<file path="src/hdl/scw_divider.sv">
// ----------------------------------------------------------------------------
// scw_divider
// Restoring divider, one quotient bit per cycle, for (num << FRAC) / den.
// ----------------------------------------------------------------------------
module scw_divider #(
    parameter int NUM_W = 26,
    parameter int DEN_W = 26,
    parameter int LN    = 5,
    parameter int FRAC  = 16
) (
    input  logic                  aclk,
    input  logic                  aresetn,
    input  logic                  start,
    input  logic [NUM_W-1:0]      num,
    input  logic [DEN_W-1:0]      den,
    output logic                  done,
    output logic [FRAC+LN-1:0]    quot
);

    localparam int QW  = FRAC + LN;
    localparam int CNW = $clog2(QW + 1);

    logic [DEN_W:0]   rem_reg;
    logic [QW-1:0]    dlo_reg;
    logic [QW-1:0]    quot_reg;
    logic [CNW-1:0]   cnt_reg;
    logic             busy_reg;
    logic             done_reg;
    logic [DEN_W:0]   rem_sh;
    logic             fits;

    // Shift in the next dividend bit and try the subtract
    assign rem_sh = {rem_reg[DEN_W-1:0], dlo_reg[QW-1]};
    assign fits   = rem_sh >= {1'b0, den};

    always_ff @(posedge aclk) begin
        if (!aresetn) begin
            busy_reg <= 1'b0;
            done_reg <= 1'b0;
            cnt_reg  <= '0;
        end else begin
            done_reg <= 1'b0;
            if (start) begin
                busy_reg <= 1'b1;
                cnt_reg  <= '0;
            end else if (busy_reg) begin
                cnt_reg <= cnt_reg + 1'b1;
                if (cnt_reg == CNW'(QW - 1)) begin
                    busy_reg <= 1'b0;
                    done_reg <= 1'b1;
                end
            end
        end
    end

    // Datapath: upper dividend bits seed the remainder, they are below den
    always_ff @(posedge aclk) begin
        if (start) begin
            rem_reg  <= (DEN_W+1)'(num >> LN);
            dlo_reg  <= {num[LN-1:0], {FRAC{1'b0}}};
            quot_reg <= '0;
        end else if (busy_reg) begin
            rem_reg  <= fits ? (rem_sh - {1'b0, den}) : rem_sh;
            dlo_reg  <= {dlo_reg[QW-2:0], 1'b0};
            quot_reg <= {quot_reg[QW-2:0], fits};
        end
    end

    assign done = done_reg;
    assign quot = quot_reg;

endmodule

</file>
<file path="config.mk">
export PLATFORM = sky130hd
export DESIGN_NAME = scw_divider
export DESIGN_NICKNAME = d
export VERILOG_FILES = /design/src/hdl/scw_divider.sv
export SDC_FILE = /design/constraint.sdc
export NUM_CORES = 1
export LEC_CHECK = 0
export BUFFER_PORTS_ARGS = -buffer_cell sky130_fd_sc_hd__clkbuf_2
export CORE_AREA = 4 4 136 138
export CTS_BUF_LIST = sky130_fd_sc_hd__clkbuf_16
export CTS_CLUSTER_SIZE = 28
export DETAILED_ROUTE_END_ITERATION = 6
export DIE_AREA = 0 0 140 142
export GPL_TIMING_DRIVEN = 0
export MAX_ROUTING_LAYER = met4
export PLACE_DENSITY = 0.41
export SLEW_MARGIN = 30
export SYNTH_ARGS = -nofsm -noshare
export SYNTH_HDL_FRONTEND = slang
export SYNTH_SLANG_ARGS = --single-unit
</file>
<file path="constraint.sdc">
create_clock -name aclk -period 7.3 [get_ports aclk]
set_clock_uncertainty 0.15 [all_clocks]
set_input_delay 0.73 -clock aclk [delete_from_list [all_inputs] [get_ports aclk]]
set_output_delay 0.73 -clock aclk [all_outputs]
set_load 0.01 [all_outputs]
</file>
==> impl_results.md <==
- Status: complete, no violations
- #FFs+latches synth: 59
- Top Ports: 77
- First-pass GRT wire length: 19100 um
- Tcrit/Tclk final: 47.1%
- DP Cell Count: 744
- Min-Delay Path Depth: 2
- Worst slack, placed: 3.50 ns
- Post-DRT Antenna Nets: 0
- CP peak stage delay: 0.55 ns
- Non-filler instance count after layout: 760
- Ys async rst share: 0%
- Site row count: 48
- Vias in the first global route: 3763
- Worst R2R End: rem_reg[19]
- Clk buf depth: 2
- Setup-failing EPs final: 0
- Final nets: 614
- ANT cells: 0
- Post-Route WL: 11600 um
- Max reg flops: 26
- Postcts setup bufs: 0
- Critical-path maximum fanout: 10
- Number of synthesized flops with an enable pin: 26
- Count of cell types in the netlist: 60
- Worst Setup Path Type: input port to flip-flop
- Fmax: 291 MHz
- Setup TNS: 0 ns
- Fraction of layout cells with a size suffix above 1: 25.8%
- Total power per unit cell area: 245 mW/mm2
- Input/output buffers: 75
- Warnings, synthesis: 0
- Core footprint: 0.0172 mm2
- Relative slew margins: 51.7%
- FILL cells: 1829
- Post-layout utilization of the core: 30.2%
- Total grt overflow: 0
- Drt first pass iters: 4
- Synthesized Nets: 528
- RR Startpoint: rem_reg[16]
- Hold EP: rem_reg[25]
- Hpwl dp: 9190 um
- Slowest cell on crit path: or4_4
- Startpoint Class: input port
- Largest net degree at the start of global routing: 27
- Clock root buffer: clkbuf_16
- Die height: 142 um
- Critical Path Source: den[17]
- Post-cts sizing count: 0
- Peak supply drop: 0.0988 mV
- H-tree levels: 3
- Reg2Reg Setup Slack: 3.94 ns
- Max Slew Vio Count: 0
- Gr usage total: 12.4%
- Initial Util: 24.6%
- CTS tree: done
- Seq/Total Area, Yosys: 34.1%
- Initial antenna violation count: 0
- DRC viols: 0
- Die area: 0.0199 mm2
- DRT iter0 DRCs: 198
- Static leakage: 0.00230 uW
- Post-CTS Hold Buffers: 0
- Clk Latency, worst-skew pair: 0.34 ns
- Ys flop type: dfxtp_1
- R2R cell count: 9
- Post-layout min period: 3.44 ns
- Avg Cell Area, Syn: 9.52 um2
- Min-delay src: rem_reg[24]
- Post-DR vias/cell: 4.63
- CTS clk-pin slew, worst paths: 0.06 ns
- GPL Wtd Cong: 0.818
- Worst-Margin Slew: 0.724 ns
- Final hold violation count: 0
- Cells along the critical path: clkbuf_2 > inv_1 > ha_1 > and3_4 > nand3_4 > or4_4 > a31oi_4 > nor2_4 > buf_6 > mux2_4 > mux2_2
- Critical path arrival: 3.38 ns
- Crit. End Element: flip-flop
- Num Clock Sinks: 59
- Setup ws final: 3.86 ns
- Area Overhead vs Synth: 22.8%
- Cells after synthesis: 444
- RSZ-0062 raised after global routing: no
- Horiz. Die Dim: 140 um
- Max-Cap Viols: 0
- Hold Crit Class: flip-flop to flip-flop
- Mapped Area: 0.00423 mm2
- Critical Path RT: 7.24 ns
- Detailed-route via count: 3520
- DR WL/cell: 15.3 um
- CTS Buf Count: 9
## worst max-delay path: cells and delay by family
kind,cells,cell delay (ns)
simple gates,4,1.03
buf+inv,3,0.32
fa+ha+maj,1,0.39
compound gates,1,0.34
mux,2,0.58
## how the worst max path moves through the flow
stage	to
final	rem_reg[19]
after global routing	rem_reg[19]
after CTS	rem_reg[19]
after detailed placement	rem_reg[6]
after global placement	rem_reg[19]
after floorplan	rem_reg[10]
## synth_stat cells (all sizes together), types with 12 or more instances
cell,instances,area [um2]
ha,28,350
mux2,32,394
mux2i,26,260
nor2,36,143
edfxtp,26,781
nand2,22,82.6
a21oi,30,150
nor3,14,70.1
xnor2,12,105
a21o,12,90.1
inv,33,124
dfxtp,33,661
## metrics by stage
stage               hold WS [ns]  power (uW)  cell area [um2]
CTS                        0.349        1290             5190
global route               0.364        1350             5190
finish                     0.346        1270             5190
floorplan                  0.309         732             4230
global placement           0.327         833             4880
detailed placement         0.338         836             4880
## logic make-up (layout without fill, tap and decap cells)
family,count (synthesis),after routing,synth area share (%)
AND/OR/NAND/NOR,127,127,16.1
AO/OA/AOI/OAI,94,94,15.4
flip-flops,59,59,34.1
multiplexers,58,58,15.5
buffers and inverters,54,145,5.47
adder cells (fa/ha/maj),29,29,8.76
XOR/XNOR,23,23,4.76
## cell type report
class / count / area, um2 / area share [%]
inverter: 33 / 124 / 2.39
buffer: 21 / 108 / 2.07
sequential: 59 / 1440 / 27.8
tap: 225 / 282 / 5.42
clock buffer: 9 / 225 / 4.34
clock inverter: 7 / 80.1 / 1.54
multi-input combinational: 331 / 2550 / 49.2
timing repair buffer: 75 / 375 / 7.23
## layer usage
layer,global-route usage [%],wire [um],vias up
met5,-,0,-
met4,3.57,150,0
met3,3.63,603,11
met2,18.7,5130,71
met1,16.3,5730,1642
li1,-,-,1796
## placed cells by master, fill, tap and decap left out, types with 9 or more instances in the layout
cell type and instances:
inv_1 33, clkbuf_2 75, edfxtp_1 26, nor2_1 35, nor3_1 14, mux2_4 9, clkbuf_1 11, nand2_1 22
clkbuf_16 9, a21oi_1 30, mux2i_1 26, dfxtp_1 33, xnor2_1 12, xor2_1 11, a21o_1 12, ha_1 28
mux2_2 23
## report_power, final
part,leakage [uW],switching [uW],internal (uW)
sequential,0.000529,16.1,381
combinational,0.00162,230,201
clock,0.000152,174,270
Note: power is estimated with default switching activity, not from simulation.
