### config.mk
export PLATFORM = sky130hd
export DESIGN_NAME = scw_cell
export DESIGN_NICKNAME = d
export VERILOG_FILES = /design/src/hdl/scw_pkg.sv /design/src/hdl/scw_cell.sv
export SDC_FILE = /design/constraint.sdc
export NUM_CORES = 1
export LEC_CHECK = 0
export ABC_AREA = 0
export BUFFER_PORTS_ARGS = -buffer_cell sky130_fd_sc_hd__buf_2
export CORE_MARGIN = 1
export CORE_UTILIZATION = 40
export DETAILED_ROUTE_END_ITERATION = 12
export PLACE_DENSITY = 0.73
export REMOVE_ABC_BUFFERS = 1
export SYNTH_ARGS = -nofsm -noshare
export SYNTH_HDL_FRONTEND = slang
export SYNTH_SLANG_ARGS = --single-unit
### constraint.sdc
create_clock -name aclk -period 0.89 [get_ports aclk]
set_clock_uncertainty 0.05 [all_clocks]
set_input_delay 0.0445 -clock aclk [delete_from_list [all_inputs] [get_ports aclk]]
set_output_delay 0.0445 -clock aclk [all_outputs]
set_load 0.05 [all_outputs]
### src/hdl/scw_pkg.sv
// ----------------------------------------------------------------------------
// scw_pkg
// Shared types and constants of the speckle contrast window block.
// ----------------------------------------------------------------------------
package scw_pkg;

    localparam int PIX_W      = 8;
    localparam int SQ_W       = 2 * PIX_W;
    localparam int REG_W      = 11;
    localparam int ROW_W      = 11;
    localparam int OUT_W      = 21;
    localparam int OUT_TDATA_W = 24;
    localparam int FRAC_BITS  = 16;
    localparam int SIZE_FLOOR = 5;
    localparam int HEIGHT_LIMIT = 1024;
    localparam int CFG_IDX_W  = 2;

    localparam logic [OUT_W-1:0] OUT_MAX = {OUT_W{1'b1}};

    // Configuration register indexes
    localparam logic [CFG_IDX_W-1:0] REG_IMAGE_WIDTH  = 2'd0;
    localparam logic [CFG_IDX_W-1:0] REG_IMAGE_HEIGHT = 2'd1;

    // Item kinds on the input tuser
    localparam logic REQ_PIXEL = 1'b0;
    localparam logic REQ_PAD   = 1'b1;

    // One window element: grey value and its square
    typedef struct packed {
        logic [SQ_W-1:0]  sq;
        logic [PIX_W-1:0] pix;
    } px_t;

endpackage

### src/hdl/scw_cell.sv
// ----------------------------------------------------------------------------
// scw_cell
// One window element; passes its value to the next element on each shift.
// ----------------------------------------------------------------------------
module scw_cell
    import scw_pkg::*;
(
    input  logic aclk,
    input  logic aresetn,
    input  logic shift_en,
    input  px_t  d,
    output px_t  q
);

    px_t val_reg;

    // Hold the element, take the neighbor's value on shift
    always_ff @(posedge aclk) begin
        if (!aresetn) begin
            val_reg <= '0;
        end else if (shift_en) begin
            val_reg <= d;
        end
    end

    assign q = val_reg;

endmodule

==> results by group, run 1 <==
Synth
  – Share of synthesized area occupied by flip-flops and latches: 0.5168
  – Count of warnings emitted by yosys: 0
  – Syn Area/Cell: 12.07 um^2
  – Dominant combinational cell family by area after synthesis: multiplexers
  – Portion of netlist area occupied by mux cells: 0.2584
  – Post-synthesis simple-gate area fraction: 0.1615
  – Adder-cell share of the synthesized area: 0
  – Gate count after technology mapping: 77
  – Synth Area in Compound Gates: 0
  – Post-synthesis xor/xnor area fraction: 0
  – Cell Area, Synth: 929.6 um^2
  – Number of distinct library cells after synthesis: 6
  – Number of register bits inferred by synthesis: 24

Clocking
  – Deepest level of the CTS H-tree: 1
  – Clock Sink Count: 24
  – TritonCTS clock tree: built
  – Clk root buf: sky130_fd_sc_hd__clkbuf_4
  – Clock buffer count from CTS: 3
  – Insertion delay to the later sink of the worst-skew pair: 0.29 ns
  – Clock Pin Slew Worst Setup and Hold Paths: 0.12 ns
  – Bufs on Longest Clock Path: 2

Timing
  – Hold Worst Slack: 0.09013 ns
  – Finish-stage setup viols: 24
  – Max Transition Viols Final: 0
  – RSZ-0062 raised after global routing: yes
  – Worst max-slew margin expressed relative to the limit: 0.7927
  – Final setup margin: -0.04822 ns
  – Crit path time final: 0.9382 ns
  – Portion of the clock cycle consumed by the worst path in the final layout: 1.054
  – Worst Tran Pin Value: 0.3110 ns
  – Upper clock frequency limit: 1066 MHz
  – Final hold violations: 0
  – Setup TNS: -0.4022 ns

Hold path
  – Worst hold path depth: 2
  – Worst Hold Class: primary input to flip-flop
  – Hold endpoint: q[22]
  – Source of the worst hold timing path: aresetn

Floorplan
  – Total Die Area: 2521 um^2
  – Ports: 51
  – Total number of placement rows: 17
  – Initial core utilization: 0.4243
  – X dimension of the die: 50.21 um
  – Vertical extent of the die: 50.21 um
  – Core area: 2191 um^2

Setup path
  – Worst Setup SP: q[8]
  – Arr. time, crit path: 1.07 ns
  – Origin of the critical flop-to-flop path: q[8]
  – Crit path launch type: flip-flop
  – CP max FO: 2
  – Depth of the most critical reg-to-reg path: 3
  – Type of the setup path with the least slack: flip-flop to flip-flop
  – Worst setup slack for register-to-register paths: -0.05 ns
  – Worst endpoint required time: 1.02 ns
  – Endpoint kind of the worst setup timing path: flip-flop
  – Critical register-to-register path endpoint: q[8]

Power and ir drop
  – Relative contribution of the clock network to total power: 0.185
  – Cell Int Power: 0.001684 W
  – Total chip power: 0.002404 W
  – Power density over the cells: 1377 nW/um^2
  – Combinational Power Share: 0.312
  – Total net switching power: 0.0007207 W
  – Share of total power in sequential cells: 0.502
  – Static leakage: 0.8116 nW
  – Share of total power consumed by net switching: 0.2998
  – Maximum VDD drop: 0.0009426 V

Routing
  – Ratio of routed vias to standard cells: 4.508
  – 1st-pass router iterations: 2
  – Overall via count from detail_route: 825
  – Post-route DRC: 0
  – Overall routed net length: 2725 um
  – Routed wirelength normalized by instance count: 14.89 um
  – Final antenna-violating net count: 0
  – DRT iter0 DRCs: 3

Global routing
  – Pin count of the biggest net entering global routing: 25
  – Wire length of the first global-routing pass: 3788 um
  – Initial antenna violation count: 0
  – Total global routing overflow: 0
  – Global Route Usage Sum: 0.2047
  – Via count of the first global-routing pass: 816

Finish
  – # nets final: 184
  – Max reg flops: 24
  – Area overhead of the layout relative to synthesis: 87.75%
  – Share of cells above drive strength 1: 0.5419
  – Antenna diode count: 0
  – Design area: 1745 um^2

Placed design
  – Count of input and output buffers: 50
  – Area post-placement: 1196 um^2
  – Setup slack at placement: 0.07987 ns
  – Routability congestion estimate from global placement: 0.6072
  – HPWL reported at the end of detailed placement: 1209 um

Flow run
  – Maxcap violations: 0

Run status
  – Result of the run: finished, violations left
  – Violations in the final reports: negative setup slack
worst max-delay path by stage:
stage	cells after the start	slack [ns]	to
after floorplan	2	-0.06	q[0]
after global placement	4	0.12	q[12]
after detailed placement	4	0.08	q[10]
after CTS	1	-0.03	q[9]
after global routing	3	-0.08	q[8]
final	3	-0.05	q[8]
through the flow:
step / util / instances
after global routing: 0.7967 / 183
after CTS: 0.7636 / 181
final: 0.7967 / 183
after global placement: 0.5460 / 152
after detailed placement: 0.5460 / 152
after floorplan: - / 72
worst max-delay path, cell delays in order (launching register included):
cell	delay, ns
sky130_fd_sc_hd__dfxtp_2	0.35
sky130_fd_sc_hd__buf_4	0.13
sky130_fd_sc_hd__mux2i_1	0.20
sky130_fd_sc_hd__nor2b_1	0.10
layout by cell type, fill, tap and decap left out:
cell type                       instances
sky130_fd_sc_hd__buf_2                 26
sky130_fd_sc_hd__nor2b_1               24
sky130_fd_sc_hd__dlygate4sd3_1         24
sky130_fd_sc_hd__dfxtp_2               24
sky130_fd_sc_hd__mux2i_1               23
sky130_fd_sc_hd__buf_8                 17
sky130_fd_sc_hd__buf_6                  7
sky130_fd_sc_hd__buf_4                  4
sky130_fd_sc_hd__clkbuf_4               3
sky130_fd_sc_hd__buf_12                 2
sky130_fd_sc_hd__mux2i_4                1
cells in the mapped netlist, drive strengths merged:
cell     n  share of area
clkbuf   2         0.0081
nor2b   24           0.16
mux2i   24           0.26
buf      3          0.055
dfxtp   24           0.52
power groups by stage:
stage | clock network, W | registers (W) | logic [W]
final | 0.000445 | 0.00121 | 0.000751
after global routing | 0.000510 | 0.00122 | 0.000785
after CTS | 0.000461 | 0.00120 | 0.000693
after detailed placement | 0 | 0.00119 | 0.000519
after global placement | 0 | 0.00119 | 0.000509
after floorplan | 0 | 0.00142 | 0.000107
kinds of logic (layout without fill, tap and decap cells):
group | count (synthesis) | in the layout
buffers and inverters | 5 | 83
flip-flops | 24 | 24
multiplexers | 24 | 24
AND/OR/NAND/NOR | 24 | 24
final cells by class:
| cell class | count | area (um^2) |
|---|---|---|
| flip-flops and latches | 24 | 510.5 |
| fillers | 131 | 445.4 |
| multi-input cells | 48 | 402.9 |
| clock buffers | 3 | 22.52 |
| repair buffers | 80 | 774.5 |
| well taps | 28 | 35.03 |
layer usage:
layer | share of wire | track usage
met1 | 0.37 | 0.2147
met2 | 0.56 | 0.4044
met3 | 0.043 | 0.02727
met4 | 0.026 | 0.07143
met5 | 0 | 0
repair_timing:
item	in CTS	in global routing
setup buffers	2	2
resized for setup	77	14
pin swaps	0	0
endpoints found under the hold margin	24	0
hold buffers	24	0
endpoints found under the setup margin	24	25
(Power assumes the default switching activity.)
==> run 2: changes to the inputs <==
--- a/config.mk
+++ b/config.mk
@@ -10,5 +10,5 @@
 export CORE_MARGIN = 1
-export CORE_UTILIZATION = 40
+export CORE_UTILIZATION = 42
 export DETAILED_ROUTE_END_ITERATION = 12
-export PLACE_DENSITY = 0.73
+export PLACE_DENSITY = 0.76
 export REMOVE_ABC_BUFFERS = 1
--- a/constraint.sdc
+++ b/constraint.sdc
@@ -4,2 +4,2 @@
 set_output_delay 0.0445 -clock aclk [all_outputs]
-set_load 0.05 [all_outputs]
+set_load 0.02 [all_outputs]
==> run 2 against run 1 <==
  * The run now ends clean
  * Routed wire length down 5.2%
  * Maximum frequency up 6.8%
  * Combinational power down 26%
  * Sequential share of layout area up 1.5 points
  * Highest routed layer unchanged
==> results by group, run 2 (synthesis gave the netlist of run 1 again) <==
Power and ir drop
  – Maximum VDD drop: 0.001104 V (+17%)
  – Static leakage: 0.7875 nW (-3.0%)
  – Power density over the cells: 1321 nW/um^2 (-4.1%)
  – Total chip power: 0.002193 W (-8.8%)

Routing
  – DRT iter0 DRCs: 9 (+6)
  – Ratio of routed vias to standard cells: 4.619 (+2.5%)
  – Overall routed net length: 2582 um (-5.2%)
  – Routed wirelength normalized by instance count: 14.27 um (-4.2%)
  – Final antenna-violating net count: 0 (unchanged)
  – Overall via count from detail_route: 836 (+1.3%)
  – 1st-pass router iterations: 4 (+2)
  – Post-route DRC: 0 (unchanged)

Timing
  – Worst Tran Pin Value: 0.3343 ns (+0.02336 ns)
  – Finish-stage setup viols: 0 (-100%)
  – Upper clock frequency limit: 1139 MHz (+6.8%)
  – Crit path time final: 0.8781 ns (-0.06011 ns)
  – Final setup margin: 0.01189 ns (+0.06011 ns)
  – Worst max-slew margin expressed relative to the limit: 0.7771 (-0.01558)
  – Portion of the clock cycle consumed by the worst path in the final layout: 0.9866 (-0.06754)
  – Max Transition Viols Final: 0 (unchanged)
  – RSZ-0062 raised after global routing: yes
  – Hold Worst Slack: 0.1121 ns (+0.02198 ns)
  – Final hold violations: 0 (unchanged)

Placed design
  – Area post-placement: 1195 um^2 (-0.10%)
  – Count of input and output buffers: 50 (unchanged)
  – HPWL reported at the end of detailed placement: 1220 um (+0.87%)
  – Routability congestion estimate from global placement: 0.6608 (+8.8%)
  – Setup slack at placement: 0.09178 ns (+0.01192 ns)

Hold path
  – Worst Hold Class: primary input to flip-flop

Finish
  – Area overhead of the layout relative to synthesis: 78.60%
  – Most common library cell in the layout ignoring fill and taps: sky130_fd_sc_hd__buf_2
  – Core Util, Final: 0.8212 (+0.02448)
  – # nets final: 183 (-0.54%)
  – Share of cells above drive strength 1: 0.5325 (-0.009468)
  – Antenna diode count: 0 (unchanged)
  – Design area: 1660 um^2 (-4.9%)
  – Max reg flops: 24 (unchanged)

Global routing
  – Wire length of the first global-routing pass: 3594 um (-5.1%)
  – Global Route Usage Sum: 0.1959 (-0.008824)
  – Pin count of the biggest net entering global routing: 25 (unchanged)
  – Via count of the first global-routing pass: 834 (+2.2%)
  – Initial antenna violation count: 0 (unchanged)
  – Total global routing overflow: 0 (unchanged)

Setup path
  – Master of the slowest instance on the critical path: sky130_fd_sc_hd__dfxtp_2
  – Type of the setup path with the least slack: flip-flop to output pin
  – Endpoint kind of the worst setup timing path: output pin
  – Crit path launch type: flip-flop
  – Peak per-stage delay on the critical path: 0.37 ns (+0.02 ns)
  – Cells along the critical path: buf_6
  – Kind of cell adding the most delay to the critical path: flip-flops
  – Crit path buf inv count: 1 (unchanged)
  – CP max FO: 2 (unchanged)
  – Worst endpoint required time: 0.80 ns (-0.22 ns)
  – Arr. time, crit path: 0.78 ns (-0.29 ns)

Clocking
  – Deepest level of the CTS H-tree: 1 (unchanged)
  – TritonCTS clock tree: built
  – Bufs on Longest Clock Path: 2 (unchanged)
  – Clock buffer count from CTS: 3 (unchanged)
  – Clk root buf: sky130_fd_sc_hd__clkbuf_4
  – Clock Sink Count: 24 (unchanged)
  – Insertion delay to the later sink of the worst-skew pair: 0.29 ns (about the same)
  – Clock Pin Slew Worst Setup and Hold Paths: 0.12 ns (about the same)

Floorplan
  – Initial core utilization: 0.4598 (+0.03545)
  – Total Die Area: 2405 um^2 (-4.6%)
  – Vertical extent of the die: 49.05 um (-2.3%)
  – X dimension of the die: 49.05 um (-2.3%)
  – Core area: 2022 um^2 (-7.7%)
  – Total number of placement rows: 16 (-1)
  – Ports: 51 (unchanged)

Run status
  – Result of the run: finished, final reports clean

Flow run
  – Maxcap violations: 0 (unchanged)
## run 2: layer usage
metal,vias to the layer above,GRT usage,wire (um),part of all wire
met3,4,0.04673,143,0.055
met2,38,0.3843,1378,0.53
met4,0,0.06863,24,0.0093
met5,-,0,0,0
li1,408,-,-,-
met1,386,0.1973,1036,0.40
## run 2: final cells by class
class	count	area [um^2]
clock buffers	3	22.52
fillers	123	361.6
multi-input cells	48	390.4
flip-flops and latches	24	510.5
well taps	27	33.78
repair buffers	79	703.2
## run 2: path summary, 6_finish.rpt
kind	to	cells past startpoint	slack (ns)	startpoint
max reg2reg	q[4]	3	0.09	q[4]
max	q[10]	1	0.01	q[10]
min	q[19]	2	0.11	aresetn
min reg2reg	q[19]	2	0.49	q[19]
## run 2: through the flow
stage	std cells	setup TNS (ns)
finish	181	0
global route	181	-0.2863
CTS	178	0
detailed placement	151	0
global placement	151	0
floorplan	72	0
## run 2: where the power goes
| group | leakage, nW | switching [W] | internal (W) |
|---|---|---|---|
| combinational | 0.567 | 0.000228 | 0.000329 |
| clock | 0.0138 | 0.000280 | 0.000157 |
| sequential | 0.207 | 0.0000479 | 0.00115 |
| total | 0.788 | 0.000555 | 0.00164 |
## run 2: timing repair
action / 4_1_cts / 5_1_grt
cloned: 0 / 0
buffers inserted: 0 / 3
hold endpoints to repair: 24 / 0
hold buffers: 24 / 0
gates resized for setup: 29 / 43
endpoints found under the setup margin: 24 / 24
==> run 3: changes to the inputs <==
- CORE_UTILIZATION: 42 -> 38
- PLACE_DENSITY: 0.76 -> 0.73
- clock period: 0.89 -> 0.8 ns (I/O delays scaled with it)
==> run 3 against run 2 <==
  * The run now ends with negative setup slack left
  * Sequential share of layout area did not move
  * First-iteration DRC count fell by 78%
  * Hold slack got worse by 0.034 ns
  * Clock power rose by 41%
  * Critical path depth did not move
  * Cell count did not move
  * Worst setup slack got worse by 0.087 ns
  * Cell area did not move
  * Sequential cell count did not move
  * Combinational power rose by 7.4%
  * Non-clock buffer count fell by 2
  * Core utilization fell by 8.5 points
  * Critical endpoint is now q[18]
  * Largest cell class unchanged
  * Highest routed layer unchanged
==> results by group, run 3 (synthesis gave the netlist of run 1 again) <==
Finish
  – # nets final: 181 (-1.1%)
  – Design area: 1660 um^2 (unchanged)
  – Share of cells above drive strength 1: 0.5294 (-0.003056)
  – Area overhead of the layout relative to synthesis: 78.60% (unchanged)
  – Most common library cell in the layout ignoring fill and taps: sky130_fd_sc_hd__buf_2
  – Max reg flops: 24 (unchanged)
  – Antenna diode count: 0 (unchanged)

Floorplan
  – X dimension of the die: 51.46 um (+4.9%)
  – Total number of placement rows: 17 (+1)
  – Ports: 51 (unchanged)
  – Core area: 2255 um^2 (+12%)
  – Total Die Area: 2648 um^2 (+10%)
  – Vertical extent of the die: 51.46 um (+4.9%)
  – Initial core utilization: 0.4123 (-0.04746)

Global routing
  – Initial antenna violation count: 0 (unchanged)
  – Global Route Usage Sum: 0.1735 (-0.02240)
  – Wire length of the first global-routing pass: 3381 um (-5.9%)
  – Via count of the first global-routing pass: 798 (-4.3%)
  – Total global routing overflow: 0 (unchanged)
  – Pin count of the biggest net entering global routing: 25 (unchanged)

Timing
  – Setup TNS: -1.562 ns (-1.562 ns)
  – Final hold violations: 0 (unchanged)
  – Crit path time final: 0.8748 ns
  – Max Transition Viols Final: 0 (unchanged)
  – Upper clock frequency limit: 1143 MHz
  – Portion of the clock cycle consumed by the worst path in the final layout: 1.094
  – RSZ-0062 raised after global routing: yes
  – Final setup margin: -0.07482 ns (-0.08671 ns)
  – Worst Tran Pin Value: 0.3077 ns (-0.02663 ns)
  – Worst max-slew margin expressed relative to the limit: 0.7949 (+0.01775)
  – Finish-stage setup viols: 24 (+24)

Hold path
  – Worst Hold Class: primary input to flip-flop

Routing
  – Ratio of routed vias to standard cells: 4.359 (-5.6%)
  – Overall via count from detail_route: 789 (-5.6%)
  – Overall routed net length: 2259 um (-13%)
  – Routed wirelength normalized by instance count: 12.48 um (-13%)
  – Post-route DRC: 0 (unchanged)
  – 1st-pass router iterations: 4 (unchanged)
  – DRT iter0 DRCs: 2 (-7)
  – Final antenna-violating net count: 0 (unchanged)

Clocking
  – TritonCTS clock tree: built
  – Bufs on Longest Clock Path: 2 (unchanged)
  – Insertion delay to the later sink of the worst-skew pair: 0.30 ns (about the same)
  – Clock Pin Slew Worst Setup and Hold Paths: 0.13 ns (about the same)
  – Clock Sink Count: 24 (unchanged)
  – Clock buffer count from CTS: 3 (unchanged)
  – Clk root buf: sky130_fd_sc_hd__clkbuf_4
  – Deepest level of the CTS H-tree: 1 (unchanged)

Placed design
  – Count of input and output buffers: 50 (unchanged)
  – Routability congestion estimate from global placement: 0.5497 (-17%)
  – Area post-placement: 1196 um^2 (+0.10%)
  – HPWL reported at the end of detailed placement: 1326 um (+8.7%)

Flow run
  – Maxcap violations: 0 (unchanged)

Setup path
  – Master of the slowest instance on the critical path: sky130_fd_sc_hd__dfxtp_2
  – Type of the setup path with the least slack: flip-flop to output pin
  – CP max FO: 2 (unchanged)
  – Crit path buf inv count: 1 (unchanged)
  – Cells along the critical path: buf_6
  – Endpoint kind of the worst setup timing path: output pin
  – Worst endpoint required time: 0.71 ns (-0.09 ns)
  – Crit path launch type: flip-flop
  – Kind of cell adding the most delay to the critical path: flip-flops
  – Peak per-stage delay on the critical path: 0.36 ns (about the same)
  – Arr. time, crit path: 0.78 ns (about the same)

Run status
  – Violations in the final reports: negative setup slack
  – Result of the run: finished, violations left

Power and ir drop
  – Static leakage: 0.7842 nW (-0.42%)
  – Maximum VDD drop: 0.001343 V (+22%)
  – Power density over the cells: 1532 nW/um^2 (+16%)
[run 3: changes by cell type in the layout (fill, tap and decap cells not counted), sizes merged]
cell    change
buf         -2
clkbuf      +1
[run 3: final timing paths]
check,start,end,slack [ns],cells past startpoint
worst max-delay path,q[18],q[18],-0.07,1
worst min-delay path,aresetn,q[17],0.08,2
worst max register to register,q[18],q[18],0.02,3
worst min register to register,q[1],q[1],0.48,2
[run 3: area by class of cell]
| class | instances | area [um^2] |
|---|---|---|
| multi-input combinational | 48 | 390.4 |
| clock buffer | 4 | 36.28 |
| tap | 28 | 35.03 |
| sequential | 24 | 510.5 |
| timing repair buffer | 77 | 688.2 |
| fill | 163 | 594.3 |
[run 3: layer usage]
metal  wire length (um)  track usage  up-vias  part of all wire
met2               1227       0.3571       29              0.54
met4                 11      0.03153        0            0.0049
li1                   -            -      406                 -
met5                  0            0        -                 0
met3                 90      0.03571        2             0.040
met1                930       0.1740      352              0.41
[run 3: through the flow]
stage                 util  total power (W)  hold slack, ns  setup slack (ns)  cells
floorplan                -         0.001533          0.1182           0.08200     72
global placement    0.5305         0.001731          0.2465           0.04660    152
detailed placement  0.5305         0.001741          0.2538           0.02771    152
CTS                 0.7331         0.002558         0.06807          -0.09101    180
global route        0.7364         0.002651         0.08872           -0.1114    181
finish              0.7364         0.002543         0.07828          -0.07482    181
[run 3: what timing repair did]
item,CTS,global route
hold buffers,24,0
resized for setup,72,0
setup buffers,0,1
endpoints found under the hold margin,24,0
endpoints found under the setup margin,24,24
[run 3: power breakdown]
part | switching, W | internal [W]
registers | 0.0000508 | 0.00128
logic | 0.000238 | 0.000359
clock network | 0.000338 | 0.000278
total | 0.000626 | 0.00192
